===== src/sv/mf3_pkg.sv =====
// Shared types, constants and compare helpers for the 3x3 median filter.
// Used by mf3_median9, mf3_line_mem users and the top level; no dependencies.
package mf3_pkg;

  localparam int unsigned MaxWidthDef  = 2048;
  localparam int unsigned MaxHeightDef = 2048;
  localparam int unsigned MinSize      = 3;
  localparam int unsigned PixW         = 8;
  localparam int unsigned CoordW       = 11;
  localparam int unsigned CfgW         = 12;
  localparam int unsigned WinSize      = 3;
  localparam int unsigned WinArea      = WinSize * WinSize;
  localparam int unsigned LineW        = 2 * PixW;

  localparam logic [CfgW-1:0] WidthRst  = 12'd640;
  localparam logic [CfgW-1:0] HeightRst = 12'd480;

  typedef enum logic {
    CFG_WIDTH  = 1'b0,
    CFG_HEIGHT = 1'b1
  } mf3_cfg_e;

  // Nine window pixels; entries 3k..3k+2 are one column, top to bottom.
  typedef logic [WinArea-1:0][PixW-1:0] mf3_win_t;

  typedef struct packed {
    logic              last;
    logic [CoordW-1:0] col;
    logic [CoordW-1:0] row;
  } mf3_tag_t;

  function automatic logic [PixW-1:0] pix_min(input logic [PixW-1:0] a,
                                              input logic [PixW-1:0] b);
    return (a < b) ? a : b;
  endfunction

  function automatic logic [PixW-1:0] pix_max(input logic [PixW-1:0] a,
                                              input logic [PixW-1:0] b);
    return (a < b) ? b : a;
  endfunction

  function automatic logic [PixW-1:0] pix_med3(input logic [PixW-1:0] a,
                                               input logic [PixW-1:0] b,
                                               input logic [PixW-1:0] c);
    return pix_max(pix_min(a, b), pix_min(pix_max(a, b), c));
  endfunction

endpackage


===== src/sv/mf3_median9.sv =====
// Three-stage median-of-nine pipeline with valid/ready flow control.
// Depends on mf3_pkg for the window and tag types and compare helpers.
module mf3_median9
  import mf3_pkg::*;
(
  input  logic            clk_i,
  input  logic            rst_ni,
  input  logic            in_valid_i,
  output logic            in_ready_o,
  input  mf3_win_t        in_win_i,
  input  mf3_tag_t        in_tag_i,
  output logic            out_valid_o,
  input  logic            out_ready_i,
  output logic [PixW-1:0] out_med_o,
  output mf3_tag_t        out_tag_o
);

  logic            a_v_q, b_v_q, o_v_q;
  logic            en_a, en_b, en_o;
  logic [PixW-1:0] lo_d [WinSize];
  logic [PixW-1:0] md_d [WinSize];
  logic [PixW-1:0] hi_d [WinSize];
  logic [PixW-1:0] lo_q [WinSize];
  logic [PixW-1:0] md_q [WinSize];
  logic [PixW-1:0] hi_q [WinSize];
  mf3_tag_t        a_tag_q, b_tag_q, o_tag_q;
  logic [PixW-1:0] b_lo_q, b_md_q, b_hi_q;
  logic [PixW-1:0] o_med_q;

  // A stage loads whenever it is empty or its content moves on.
  assign en_o       = !o_v_q || out_ready_i;
  assign en_b       = !b_v_q || en_o;
  assign en_a       = !a_v_q || en_b;
  assign in_ready_o = en_a;

  // First stage sorts each column of three.
  always_comb begin
    for (int k = 0; k < WinSize; k++) begin
      lo_d[k] = pix_min(pix_min(in_win_i[3*k], in_win_i[3*k+1]), in_win_i[3*k+2]);
      hi_d[k] = pix_max(pix_max(in_win_i[3*k], in_win_i[3*k+1]), in_win_i[3*k+2]);
      md_d[k] = pix_med3(in_win_i[3*k], in_win_i[3*k+1], in_win_i[3*k+2]);
    end
  end

  always_ff @(posedge clk_i or negedge rst_ni) begin
    if (!rst_ni) begin
      a_v_q <= 1'b0;
      b_v_q <= 1'b0;
      o_v_q <= 1'b0;
    end else begin
      if (en_a) a_v_q <= in_valid_i;
      if (en_b) b_v_q <= a_v_q;
      if (en_o) o_v_q <= b_v_q;
    end
  end

  always_ff @(posedge clk_i) begin
    if (en_a && in_valid_i) begin
      lo_q    <= lo_d;
      md_q    <= md_d;
      hi_q    <= hi_d;
      a_tag_q <= in_tag_i;
    end
    // Median of nine equals the median of: largest column minimum,
    // median of column medians, smallest column maximum.
    if (en_b && a_v_q) begin
      b_lo_q  <= pix_max(pix_max(lo_q[0], lo_q[1]), lo_q[2]);
      b_md_q  <= pix_med3(md_q[0], md_q[1], md_q[2]);
      b_hi_q  <= pix_min(pix_min(hi_q[0], hi_q[1]), hi_q[2]);
      b_tag_q <= a_tag_q;
    end
    if (en_o && b_v_q) begin
      o_med_q <= pix_med3(b_lo_q, b_md_q, b_hi_q);
      o_tag_q <= b_tag_q;
    end
  end

  assign out_valid_o = o_v_q;
  assign out_med_o   = o_med_q;
  assign out_tag_o   = o_tag_q;

endmodule


===== config.mk =====
export PLATFORM = sky130hd
export DESIGN_NAME = mf3_median9
export DESIGN_NICKNAME = d
export VERILOG_FILES = /design/src/sv/mf3_pkg.sv /design/src/sv/mf3_median9.sv
export SDC_FILE = /design/constraint.sdc
export NUM_CORES = 1
export LEC_CHECK = 0
export ABC_CLOCK_PERIOD_IN_PS = 12500
export BUFFER_PORTS_ARGS = -buffer_cell sky130_fd_sc_hd__buf_4
export CELL_PAD_IN_SITES_DETAIL_PLACEMENT = 1
export CELL_PAD_IN_SITES_GLOBAL_PLACEMENT = 1
export CORE_ASPECT_RATIO = 0.5
export CORE_MARGIN = 2
export CORE_UTILIZATION = 45
export DETAILED_ROUTE_END_ITERATION = 12
export HOLD_SLACK_MARGIN = 0.15
export PLACE_DENSITY = 0.89
export SYNTH_ARGS = -nofsm -noshare
export SYNTH_HDL_FRONTEND = slang
export SYNTH_SLANG_ARGS = --single-unit

===== constraint.sdc =====
create_clock -name clk_i -period 12.5 [get_ports clk_i]
set_clock_uncertainty 0.1 [all_clocks]
set_input_delay 2.5 -clock clk_i [delete_from_list [all_inputs] [get_ports clk_i]]
set_output_delay 2.5 -clock clk_i [all_outputs]
set_load 0.02 [all_outputs]

==> out/metrics.yaml, run 1 <==
critical_path:
  path_class: "in -> reg"
  cp.required_ps: 12590
  path_common_cell: "ha_1"
  crit_arrival_ps: 8160
  cp_top_family: "compound AO/OA/AOI/OAI gates"
  rrSetupSlack_ps: 5480
  r2r-end: "b_md_q[0]"
  worstPathMaxFanout: 23
  cp.buffers_inverters: 2
  critPathCaptureType: "flop"
  cpMaxStageDelayCell: "a21oi_2"
  r2r-start: "md_q[10]"
  critPathLaunchType: "input pin"
  cp_slowest_stage_delay_ps: 780
  rr_worst_depth: 21
  crit_chain: "buf_4, inv_1, ha_1, and2_1, o211ai_1, o211ai_1, a21oi_2, mux2_2, ha_1, a21o_1, a21o_1, a21oi_1, a21boi_0, o21ai_2, mux2i_1, ha_1, and3_1, o2111ai_1, o21ai_2, mux2_2"
sta:
  setup_tns_ps: 0
  max_freq_mhz: 124
  slew_headroom_pct: 19.6
  rsz0062_at_grt: "no"
  finalHoldViolCount: 0
  finalSetupViolCount: 0
  worst_pin_slew_ps: 1200
  min_period_over_period_pct: 64.6
  slew_violations: 0
  period_needed_ps: 8070
  finalWorstSetupSlack_ps: 4430
layout:
  nNetsFinal: 1487
  finalInstanceArea_sq_um: 14200
  utilization_pct: 53.2
  antenna_cells: 0
  area_delta_synth_final_pct: 15.2
  fillers: 2852
  drive_above_1_share_pct: 20.9
route:
  post-route-drc-count: 0
  routedWlPerCell_microns: 20.4
  drt_iter0_drc: 464
  vias_per_cell: 5.64
  totalWireLength_mm: 32.6
  dr.pass1.iters: 5
  ant_nets: 0
  vias: 9015
hold_path:
  hold_start: "b_tag_q[5]"
  hold_path_end: "out_tag_o[5]"
  hold_path.class: "reg -> reg"
  holdPathStages: 0
yosys:
  synth_cell_types: 61
  synth.most_common_cell: "edfxtp_1"
  synth_nets: 1362
  syn-cell-area_sq_um: 12300
  ys_ff_latch: 176
  synth_top_area_share_pct: 42.2
  avgSynthCellArea_sq_um: 11.1
  yosys_warnings: 0
  yosysSeqAreaShare_pct: 42.8
  async_flop_share_pct: 1.70
  synth_cells: 1109
  synth_common_cells: "edfxtp_1, ha_1, inv_1"
  synth_ff_type: "edfxtp_1"
  ys_top_cells_by_area: "edfxtp_1, ha_1, mux2i_1"
  yosysTopAreaCell: "edfxtp_1"
  synth-edff-count: 173
die:
  num_io_pins: 132
  start_util_pct: 46.2
  rows: 42
  dieArea_sq_um: 28800
  core_area_sq_um: 26600
  die_h_microns: 121
  dieWidth_microns: 238
clock_network:
  cts_sinks: 176
  clkTransAtPathRegs_ps: 70
  clockRootBuffer: "clkbuf_16"
  cts_buffers: 17
  htreeDepth: 4
  tritoncts: "done"
  post_cts_buffers: 0
  cts_max_path_buffers: 2
  insertion_delay_ps: 440
  post_cts_resized: 0
  cts_hold_buffers: 0
placement:
  dpl.hpwl_mm: 26.6
  dpl_cell_area_sq_um: 13600
  post-place-ws_ps: 4010
  port_buffers: 131
  gp_congestion: 0.946
global_route:
  grt-ovfl-total: 0
  grt_first_pass_wirelength_mm: 51.9
  track_usage_pct: 23.2
  antenna_found_initial: 0
  grt_pass1_vias: 9927
  grt_max_degree: 73
power:
  ir_drop_uv: 118
  p_leak_nw: 6.33
  powerDensity_nw_per_um2: 212
run:
  cap_viol_max_count: 0
outcome:
  status: "finished clean"
==> registers in the layout (all words and copies together), names as in the netlist <==
| name | flops |
|---|---|
| b_hi_q | 8 |
| hi_q | 24 |
| out_valid_o | 1 |
| b_md_q | 8 |
| out_tag_o | 23 |
| b_v_q | 1 |
| b_lo_q | 8 |
| md_q | 24 |
| lo_q | 24 |
| a_tag_q | 23 |
| out_med_o | 8 |
| b_tag_q | 23 |
| a_v_q | 1 |
==> placed cells by master (no fill, tap or decap), drive strengths merged, types with 4 or more instances in the layout <==
cell,Yosys,layout
ha,154,154
a31oi,10,10
nor2b,6,6
nand4,16,16
mux2i,99,99
mux2,73,73
a21oi,53,53
clkbuf,16,19
o22ai,7,7
clkinv,0,4
or3,9,9
and2,9,9
o211ai,20,20
o21ai,82,82
edfxtp,173,173
and3,4,4
a21o,27,27
nor2,31,31
nor3,20,20
inv,145,149
nor3b,5,5
nand2b,22,22
nand2,55,55
nand3,10,10
a211oi,11,11
buf,11,133
==> power by group <==
part	switching, W	internal, W
sequential	0.0000659	0.000833
combinational	0.000936	0.000649
clock	0.000239	0.000278
==> worst max path at each step <==
| stage | depth (start not counted) | slack [ps] | endpoint | from |
|---|---|---|---|---|
| after floorplan | 23 | 5010 | md_q[10] | in_win_i[34] |
| after global placement | 19 | 4390 | md_q[16] | in_win_i[2] |
| after detailed placement | 21 | 4010 | md_q[0] | in_win_i[49] |
| after CTS | 21 | 4480 | md_q[0] | in_win_i[49] |
| after global routing | 22 | 4000 | md_q[0] | in_win_i[57] |
| final | 20 | 4430 | md_q[16] | in_win_i[12] |
==> stage by stage <==
stage	power (W)	hold slack (ps)	std cells
global placement	0.00235	301	1567
finish	0.00300	320	1598
global route	0.00320	328	1598
detailed placement	0.00247	306	1567
floorplan	0.00203	300	1109
CTS	0.00301	322	1598
==> cell families after synthesis <==
| group | count (synthesis) | synth area share (%) |
|---|---|---|
| AO/OA/AOI/OAI | 240 | 13.2 |
| adder cells (fa/ha/maj) | 154 | 15.7 |
| AND/OR/NAND/NOR | 195 | 8.04 |
| multiplexers | 172 | 14.8 |
| buffers and inverters | 172 | 5.49 |
| flip-flops | 176 | 42.8 |
==> final cells by class <==
cell class	instances	area (sq um)	share of cell area, %
multi-input cells	761	6360	44.9
flip-flops and latches	176	5270	37.2
repair buffers	133	998	7.04
inverters	145	544	3.84
well taps	352	440	3.11
clock buffers	19	433	3.05
clock inverters	12	129	0.909
==> per-layer routing <==
metal | share of wire, % | track usage [%] | vias up
li1 | - | - | 4366
met1 | 46 | 29.1 | 4450
met2 | 50 | 42.6 | 168
met3 | 2.9 | 3.30 | 31
met4 | 1.6 | 5.54 | 0
met5 | 0 | 0 | -
Note: power is estimated with default switching activity, not from simulation.
==> run 2: changes to the inputs <==
--- a/config.mk
+++ b/config.mk
@@ -5,16 +5,17 @@
 export SDC_FILE = /design/constraint.sdc
 export NUM_CORES = 1
 export LEC_CHECK = 0
-export ABC_CLOCK_PERIOD_IN_PS = 12500
+export ABC_AREA = 1
+export ABC_CLOCK_PERIOD_IN_PS = 6900
 export BUFFER_PORTS_ARGS = -buffer_cell sky130_fd_sc_hd__buf_4
 export CELL_PAD_IN_SITES_DETAIL_PLACEMENT = 1
 export CELL_PAD_IN_SITES_GLOBAL_PLACEMENT = 1
 export CORE_ASPECT_RATIO = 0.5
 export CORE_MARGIN = 2
-export CORE_UTILIZATION = 45
+export CORE_UTILIZATION = 41
 export DETAILED_ROUTE_END_ITERATION = 12
 export HOLD_SLACK_MARGIN = 0.15
-export PLACE_DENSITY = 0.89
+export PLACE_DENSITY = 0.9
 export SYNTH_ARGS = -nofsm -noshare
 export SYNTH_HDL_FRONTEND = slang
 export SYNTH_SLANG_ARGS = --single-unit
==> constraint.sdc (replaced) <==
create_clock -name clk_i -period 6.9 [get_ports clk_i]
set_clock_uncertainty 0.1 [all_clocks]
set_input_delay 1.38 -clock clk_i [delete_from_list [all_inputs] [get_ports clk_i]]
set_output_delay 1.38 -clock clk_i [all_outputs]
set_load 0.02 [all_outputs]
==> run 2 against run 1 <==
Synthesized area shrank 1.8%. Utilization shrank 5.0 points. Count of clock-buffer cells in the layout shrank 1. Non-clock buffer count is the same. Worst setup slack lost 3500 ps. Hold slack is essentially flat. Global-route usage shrank 1.5 points. Power grew 110%. Routed wire length shrank 0.16%. Clock power grew 85%.
==> out/metrics.yaml, run 2 <==
run:
  cap_viol_max_count: 0
placement:
  post-place-ws_ps: 643
  port_buffers: 131
  dpl.hpwl_mm: 26.1
  gp_congestion: 0.896
route:
  drt_iter0_drc: 482
  vias: 10017
  vias_per_cell: 5.13
  dr.pass1.iters: 4
  post-route-drc-count: 0
  totalWireLength_mm: 32.6
  ant_nets: 0
  routedWlPerCell_microns: 16.7
yosys:
  synth_fa_ha_area_share_pct: 16.0
  yosysSeqAreaShare_pct: 43.6
  avgSynthCellArea_sq_um: 8.46
  synth_top_family_by_area: "simple AND/OR/NAND/NOR gates"
  synth_common_cells: "nand2_1, inv_1, edfxtp_1"
  synth.most_common_cell: "nand2_1"
  synth_ff_type: "edfxtp_1"
  synth_nets: 1681
  synth_top_area_share_pct: 43.0
  synthSimpleGateAreaFrac_pct: 20.4
  yosysTopAreaCell: "edfxtp_1"
  synthMuxAreaShare_pct: 0
  synth-xor-area-share_pct: 0
  yosys_warnings: 0
  async_flop_share_pct: 1.70
  ys_top_cells_by_area: "edfxtp_1, ha_1, nand2_1"
  synth-compound-area-share_pct: 12.0
  syn-cell-area_sq_um: 12100
  synth-edff-count: 173
  synth_cells: 1428
  ys_ff_latch: 176
  synth_cell_types: 23
sta:
  rsz0062_at_grt: "no"
  setup_tns_ps: 0
  finalWorstSetupSlack_ps: 925
  slew_headroom_pct: 33.1
  slew_violations: 0
  finalHoldViolCount: 0
  finalSetupViolCount: 0
  period_needed_ps: 5980
  worst_pin_slew_ps: 997
  min_period_over_period_pct: 86.6
  max_freq_mhz: 167
power:
  clkPwrFrac_pct: 14.8
  switching_share_pct: 46.7
  switchingPower_w: 0.00301
  p_leak_nw: 6.77
  power_w: 0.00645
  ir_drop_uv: 230
  p_int_w: 0.00344
  seqPwrFrac_pct: 27.7
  power_frac_comb_pct: 57.4
  powerDensity_nw_per_um2: 461
global_route:
  grt_first_pass_wirelength_mm: 52.2
  antenna_found_initial: 5
  use_met3_pct: 4.92
  use_met1_pct: 26.1
  grt_use_met2_pct: 38.3
  grt_pass1_vias: 10503
  grt_max_degree: 69
  grt_busiest_layer: "met2"
  grt-ovfl-total: 0
  track_usage_pct: 21.7
critical_path:
  crit_chain: "buf_4, inv_1, ha_1, a21oi_1, o21a_1, nand2_2, o21ai_0, ha_1, a21oi_1, nor2_1, a211oi_1, nand2_2, inv_1, nand2_1, o21ai_0, inv_1, ha_1, a21oi_1, nor2_1, a211oi_2, nand2_4, nand2_1, nand2_1"
  cp.required_ps: 7010
  critPathLaunchType: "input pin"
  cp_slowest_stage_delay_ps: 520
  path_class: "in -> reg"
  cpMaxStageDelayCell: "a211oi_2"
  crit_arrival_ps: 6080
  worstPathMaxFanout: 31
  critPathCaptureType: "flop"
die:
  core_area_sq_um: 29000
  dieWidth_microns: 247
  start_util_pct: 41.6
  dieArea_sq_um: 30900
  num_io_pins: 132
  die_h_microns: 125
  rows: 44
clock_network:
  htreeDepth: 4
  cts_sinks: 176
  cts_hold_buffers: 0
  cts_buffers: 17
  tritoncts: "done"
  clockRootBuffer: "clkbuf_16"
  insertion_delay_ps: 460
  post_cts_resized: 0
  clkTransAtPathRegs_ps: 70
  post_cts_buffers: 0
  cts_max_path_buffers: 2
layout:
  top_regs: "hi_q: 24 flops, lo_q: 24 flops, md_q: 24 flops"
  drive_above_1_share_pct: 13.6
  area_delta_synth_final_pct: 15.8
  multi_input_area_sq_um: 5850
  final_cell_mix: "nand2_1, inv_1, edfxtp_1"
  final_common_cell: "nand2_1"
  utilization_pct: 48.2
  fillers: 3525
  nNetsFinal: 1801
  regArea_sq_um: 5270
hold_path:
  hold_path.class: "reg -> reg"
outcome:
  status: "finished clean"
-- run 2: path summary, 6_finish.rpt --
| check | from | to | slack [ps] | cells past startpoint |
|---|---|---|---|---|
| max reg2reg | md_q[11] | b_md_q[6] | 1970 | 23 |
| max in group asynchronous | rst_ni | out_valid_o | 6010 | 1 |
| min reg2reg | a_tag_q[21] | b_tag_q[21] | 320 | 0 |
| max | in_win_i[37] | md_q[11] | 920 | 23 |
| min | a_tag_q[21] | b_tag_q[21] | 320 | 0 |
| min in group asynchronous | rst_ni | a_v_q | 600 | 1 |
-- run 2: kinds of logic after synthesis --
| group | Yosys count |
|---|---|
| compound gates | 267 |
| fa+ha+maj | 154 |
| buf+inv | 245 |
| flops | 176 |
| simple gates | 586 |
-- run 2: worst max-delay path: cells and delay by family --
family / cells / cell delay [ps]
AO/OA/AOI/OAI: 8 / 2140
AND/OR/NAND/NOR: 8 / 1200
adder cells (fa/ha/maj): 3 / 890
buffers and inverters: 4 / 450
-- run 2: layout make-up --
class / instances / share of cell area [%]
multi-input combinational: 1007 / 41.8
sequential: 176 / 37.7
timing repair buffer: 133 / 7.14
inverter: 213 / 5.73
tap: 391 / 3.50
clock buffer: 18 / 3.07
clock inverter: 14 / 1.05
antenna: 2 / 0.0358
-- run 2: power groups by stage --
stage	sequential [W]	clock, W	combinational, W
3_5_place_dp	0.00182	0	0.00370
4_1_cts	0.00179	0.000974	0.00373
5_1_grt	0.00182	0.00102	0.00429
6_report	0.00179	0.000956	0.00371
3_3_place_gp	0.00179	0	0.00348
2_1_floorplan	0.00183	0	0.00271
-- run 2: through the flow --
stage	area [sq um]	instances	hold slack, ps
final	14000	1954	320
after global routing	14000	1952	329
after CTS	14000	1952	322
after detailed placement	13400	1920	306
after global placement	13400	1920	300
after floorplan	12100	1428	300
-- run 2: per-layer routing --
layer,part of all wire [%],vias up
met3,5.2,54
li1,-,5024
met5,0,-
met1,44,4712
met4,2.2,0
met2,49,227
==> run 3: changes to the inputs <==
--- a/config.mk
+++ b/config.mk
@@ -6,16 +6,16 @@
 export NUM_CORES = 1
 export LEC_CHECK = 0
 export ABC_AREA = 1
-export ABC_CLOCK_PERIOD_IN_PS = 6900
+export ABC_CLOCK_PERIOD_IN_PS = 7680
 export BUFFER_PORTS_ARGS = -buffer_cell sky130_fd_sc_hd__buf_4
 export CELL_PAD_IN_SITES_DETAIL_PLACEMENT = 1
 export CELL_PAD_IN_SITES_GLOBAL_PLACEMENT = 1
 export CORE_ASPECT_RATIO = 0.5
 export CORE_MARGIN = 2
-export CORE_UTILIZATION = 41
+export CORE_UTILIZATION = 45
 export DETAILED_ROUTE_END_ITERATION = 12
 export HOLD_SLACK_MARGIN = 0.15
-export PLACE_DENSITY = 0.9
+export PLACE_DENSITY_LB_ADDON = 0.1
 export SYNTH_ARGS = -nofsm -noshare
 export SYNTH_HDL_FRONTEND = slang
 export SYNTH_SLANG_ARGS = --single-unit
==> constraint.sdc (replaced) <==
create_clock -name clk_i -period 7.68 [get_ports clk_i]
set_clock_uncertainty 0.1 [all_clocks]
set_input_delay 0.384 -clock clk_i [delete_from_list [all_inputs] [get_ports clk_i]]
set_output_delay 0.384 -clock clk_i [all_outputs]
set_load 0.02 [all_outputs]
==> run 3 against run 2 <==
Sequential share of layout area shrank 0.63 points. Count of clock-buffer cells in the layout unchanged. Die area is 8.7% lower. Worst setup slack gained 1400 ps. Combinational power down 9.2%. Global-route usage rose by 2.0 points. Power fell by 9.1%. Final area rose by 1.7%. Routed wire length is 1.1% lower. Utilization rose by 5.6 points. Clock power decreased by 6.9%. Highest routed layer unchanged.
==> out/metrics.yaml, run 3 (synthesis gave the netlist of run 2 again) <==
route:
  highest_layer: "met4"
  wl_met3_mm: 1.11
  wl_met1_mm: 14.6
  vias: 10058
  dr.pass1.iters: 5
  routedWlPerCell_microns: 16.6
  drt_iter0_drc: 482
  dr_wl_met2_mm: 15.9
  totalWireLength_mm: 32.2
  post-route-drc-count: 0
  vias_per_cell: 5.19
  ant_nets: 0
run:
  cap_viol_max_count: 0
sta:
  max_freq_mhz: 188
  slew_headroom_pct: 31.9
  slew_violations: 0
  finalHoldViolCount: 0
  rsz0062_at_grt: "no"
  worst_pin_slew_ps: 1020
  period_needed_ps: 5310
  min_period_over_period_pct: 69.2
  setup_tns_ps: 0
  finalSetupViolCount: 0
clock_network:
  htreeDepth: 4
  post_cts_resized: 0
  clockRootBuffer: "clkbuf_16"
  insertion_delay_ps: 450
  cts_max_path_buffers: 2
  cts_buffers: 17
  cts_sinks: 176
  tritoncts: "done"
  clkTransAtPathRegs_ps: 70
  post_cts_buffers: 0
critical_path:
  cp_slowest_stage_delay_ps: 600
  cp_top_family: "compound AO/OA/AOI/OAI gates"
  cp.required_ps: 7780
  crit_chain: "buf_4, inv_1, ha_1, a21oi_1, o21a_1, nand2_2, o21ai_0, ha_1, a21oi_1, nor2_1, a211oi_1, nand2_1, o21ai_0, ha_1, nand2_1, nor2_1, a211oi_2, nand2_4, nand2_1, nand2_1"
  path_class: "in -> reg"
  path_common_cell: "nand2_1"
  rr_worst_depth: 23
  crit_arrival_ps: 5410
  worst-path-stages: 20
  worstPathMaxFanout: 31
  critPathLaunchType: "input pin"
  critPathCaptureType: "flop"
  cpMaxStageDelayCell: "o21ai_0"
  cp.buffers_inverters: 2
layout:
  final_cell_mix: "nand2_1, inv_1, edfxtp_1"
  top_regs: "hi_q: 24 flops, lo_q: 24 flops, md_q: 24 flops"
  drive_above_1_share_pct: 13.4
  area_delta_synth_final_pct: 17.7
  nNetsFinal: 1827
  fillers: 3148
  final_common_cell: "nand2_1"
  instances_no_fill: 1939
  finalInstanceArea_sq_um: 14200
  antenna_cells: 0
die:
  rows: 42
  start_util_pct: 45.7
  dieWidth_microns: 236
  dieArea_sq_um: 28300
  die_h_microns: 120
  num_io_pins: 132
  core_area_sq_um: 26400
global_route:
  antenna_found_initial: 0
  grt_pass1_vias: 10504
  grt_first_pass_wirelength_mm: 52.3
  grt_max_degree: 73
  grt-ovfl-total: 0
  track_usage_pct: 23.7
placement:
  dpl.hpwl_mm: 25.8
  dpl_cell_area_sq_um: 13400
  port_buffers: 131
  dp_cells: 1880
  gp_congestion: 0.841
power:
  ir_drop_uv: 239
  powerDensity_nw_per_um2: 412
  p_leak_nw: 6.87
outcome:
  status: "finished clean"
hold_path:
  holdPathStages: 4
  hold_path.class: "in -> reg"
## run 3: metrics by stage
stage	utilization (%)	setup slack (ps)	power (W)	hold WS (ps)
2_1_floorplan	-	3340	0.00408	-11.6
3_3_place_gp	50.5	2410	0.00471	76.0
3_5_place_dp	50.5	2110	0.00499	80.6
4_1_cts	53.8	2530	0.00590	162
5_1_grt	53.8	1980	0.00647	211
6_report	53.8	2370	0.00587	196
## run 3: tightest hold or removal path: cells and delay by family
kind	cells	cell delay (ps)
and+or+nand+nor	2	170
buffers and inverters	2	150
## run 3: metal layers
layer	vias up	global-route usage, %
met3	42	4.14
met1	4787	29.1
li1	5069	-
met4	0	7.44
met2	160	42.9
met5	-	0
## run 3: where the power goes
group / leakage (nW) / switching [W] / internal, W
Clock: 0.280 / 0.000425 / 0.000465
Sequential: 1.71 / 0.000111 / 0.00149
Combinational: 4.88 / 0.00222 / 0.00116
Total: 6.87 / 0.00275 / 0.00311
## run 3: final cells by class
cell class | count | area (sq um) | area share, %
multi-input combinational | 1007 | 5850 | 41.1
clock inverter | 14 | 174 | 1.22
timing repair buffer | 159 | 1260 | 8.87
sequential | 176 | 5270 | 37.1
inverter | 213 | 801 | 5.63
clock buffer | 18 | 429 | 3.02
tap | 352 | 440 | 3.10
## run 3: worst paths after layout
path,from,end,slack (ps)
setup reg to reg,b_lo_q[7],out_med_o[4],2700
setup / recovery,in_win_i[61],md_q[3],2370
max in group asynchronous,rst_ni,out_valid_o,6590
hold reg to reg,a_tag_q[6],b_tag_q[6],320
hold / removal,out_ready_i,out_valid_o,200
min in group asynchronous,rst_ni,b_v_q,720
## run 3: what timing repair did
item,in CTS,in global routing
hold buffers,27,0
endpoints found under the hold margin,28,0
setup endpoints to repair,0,0
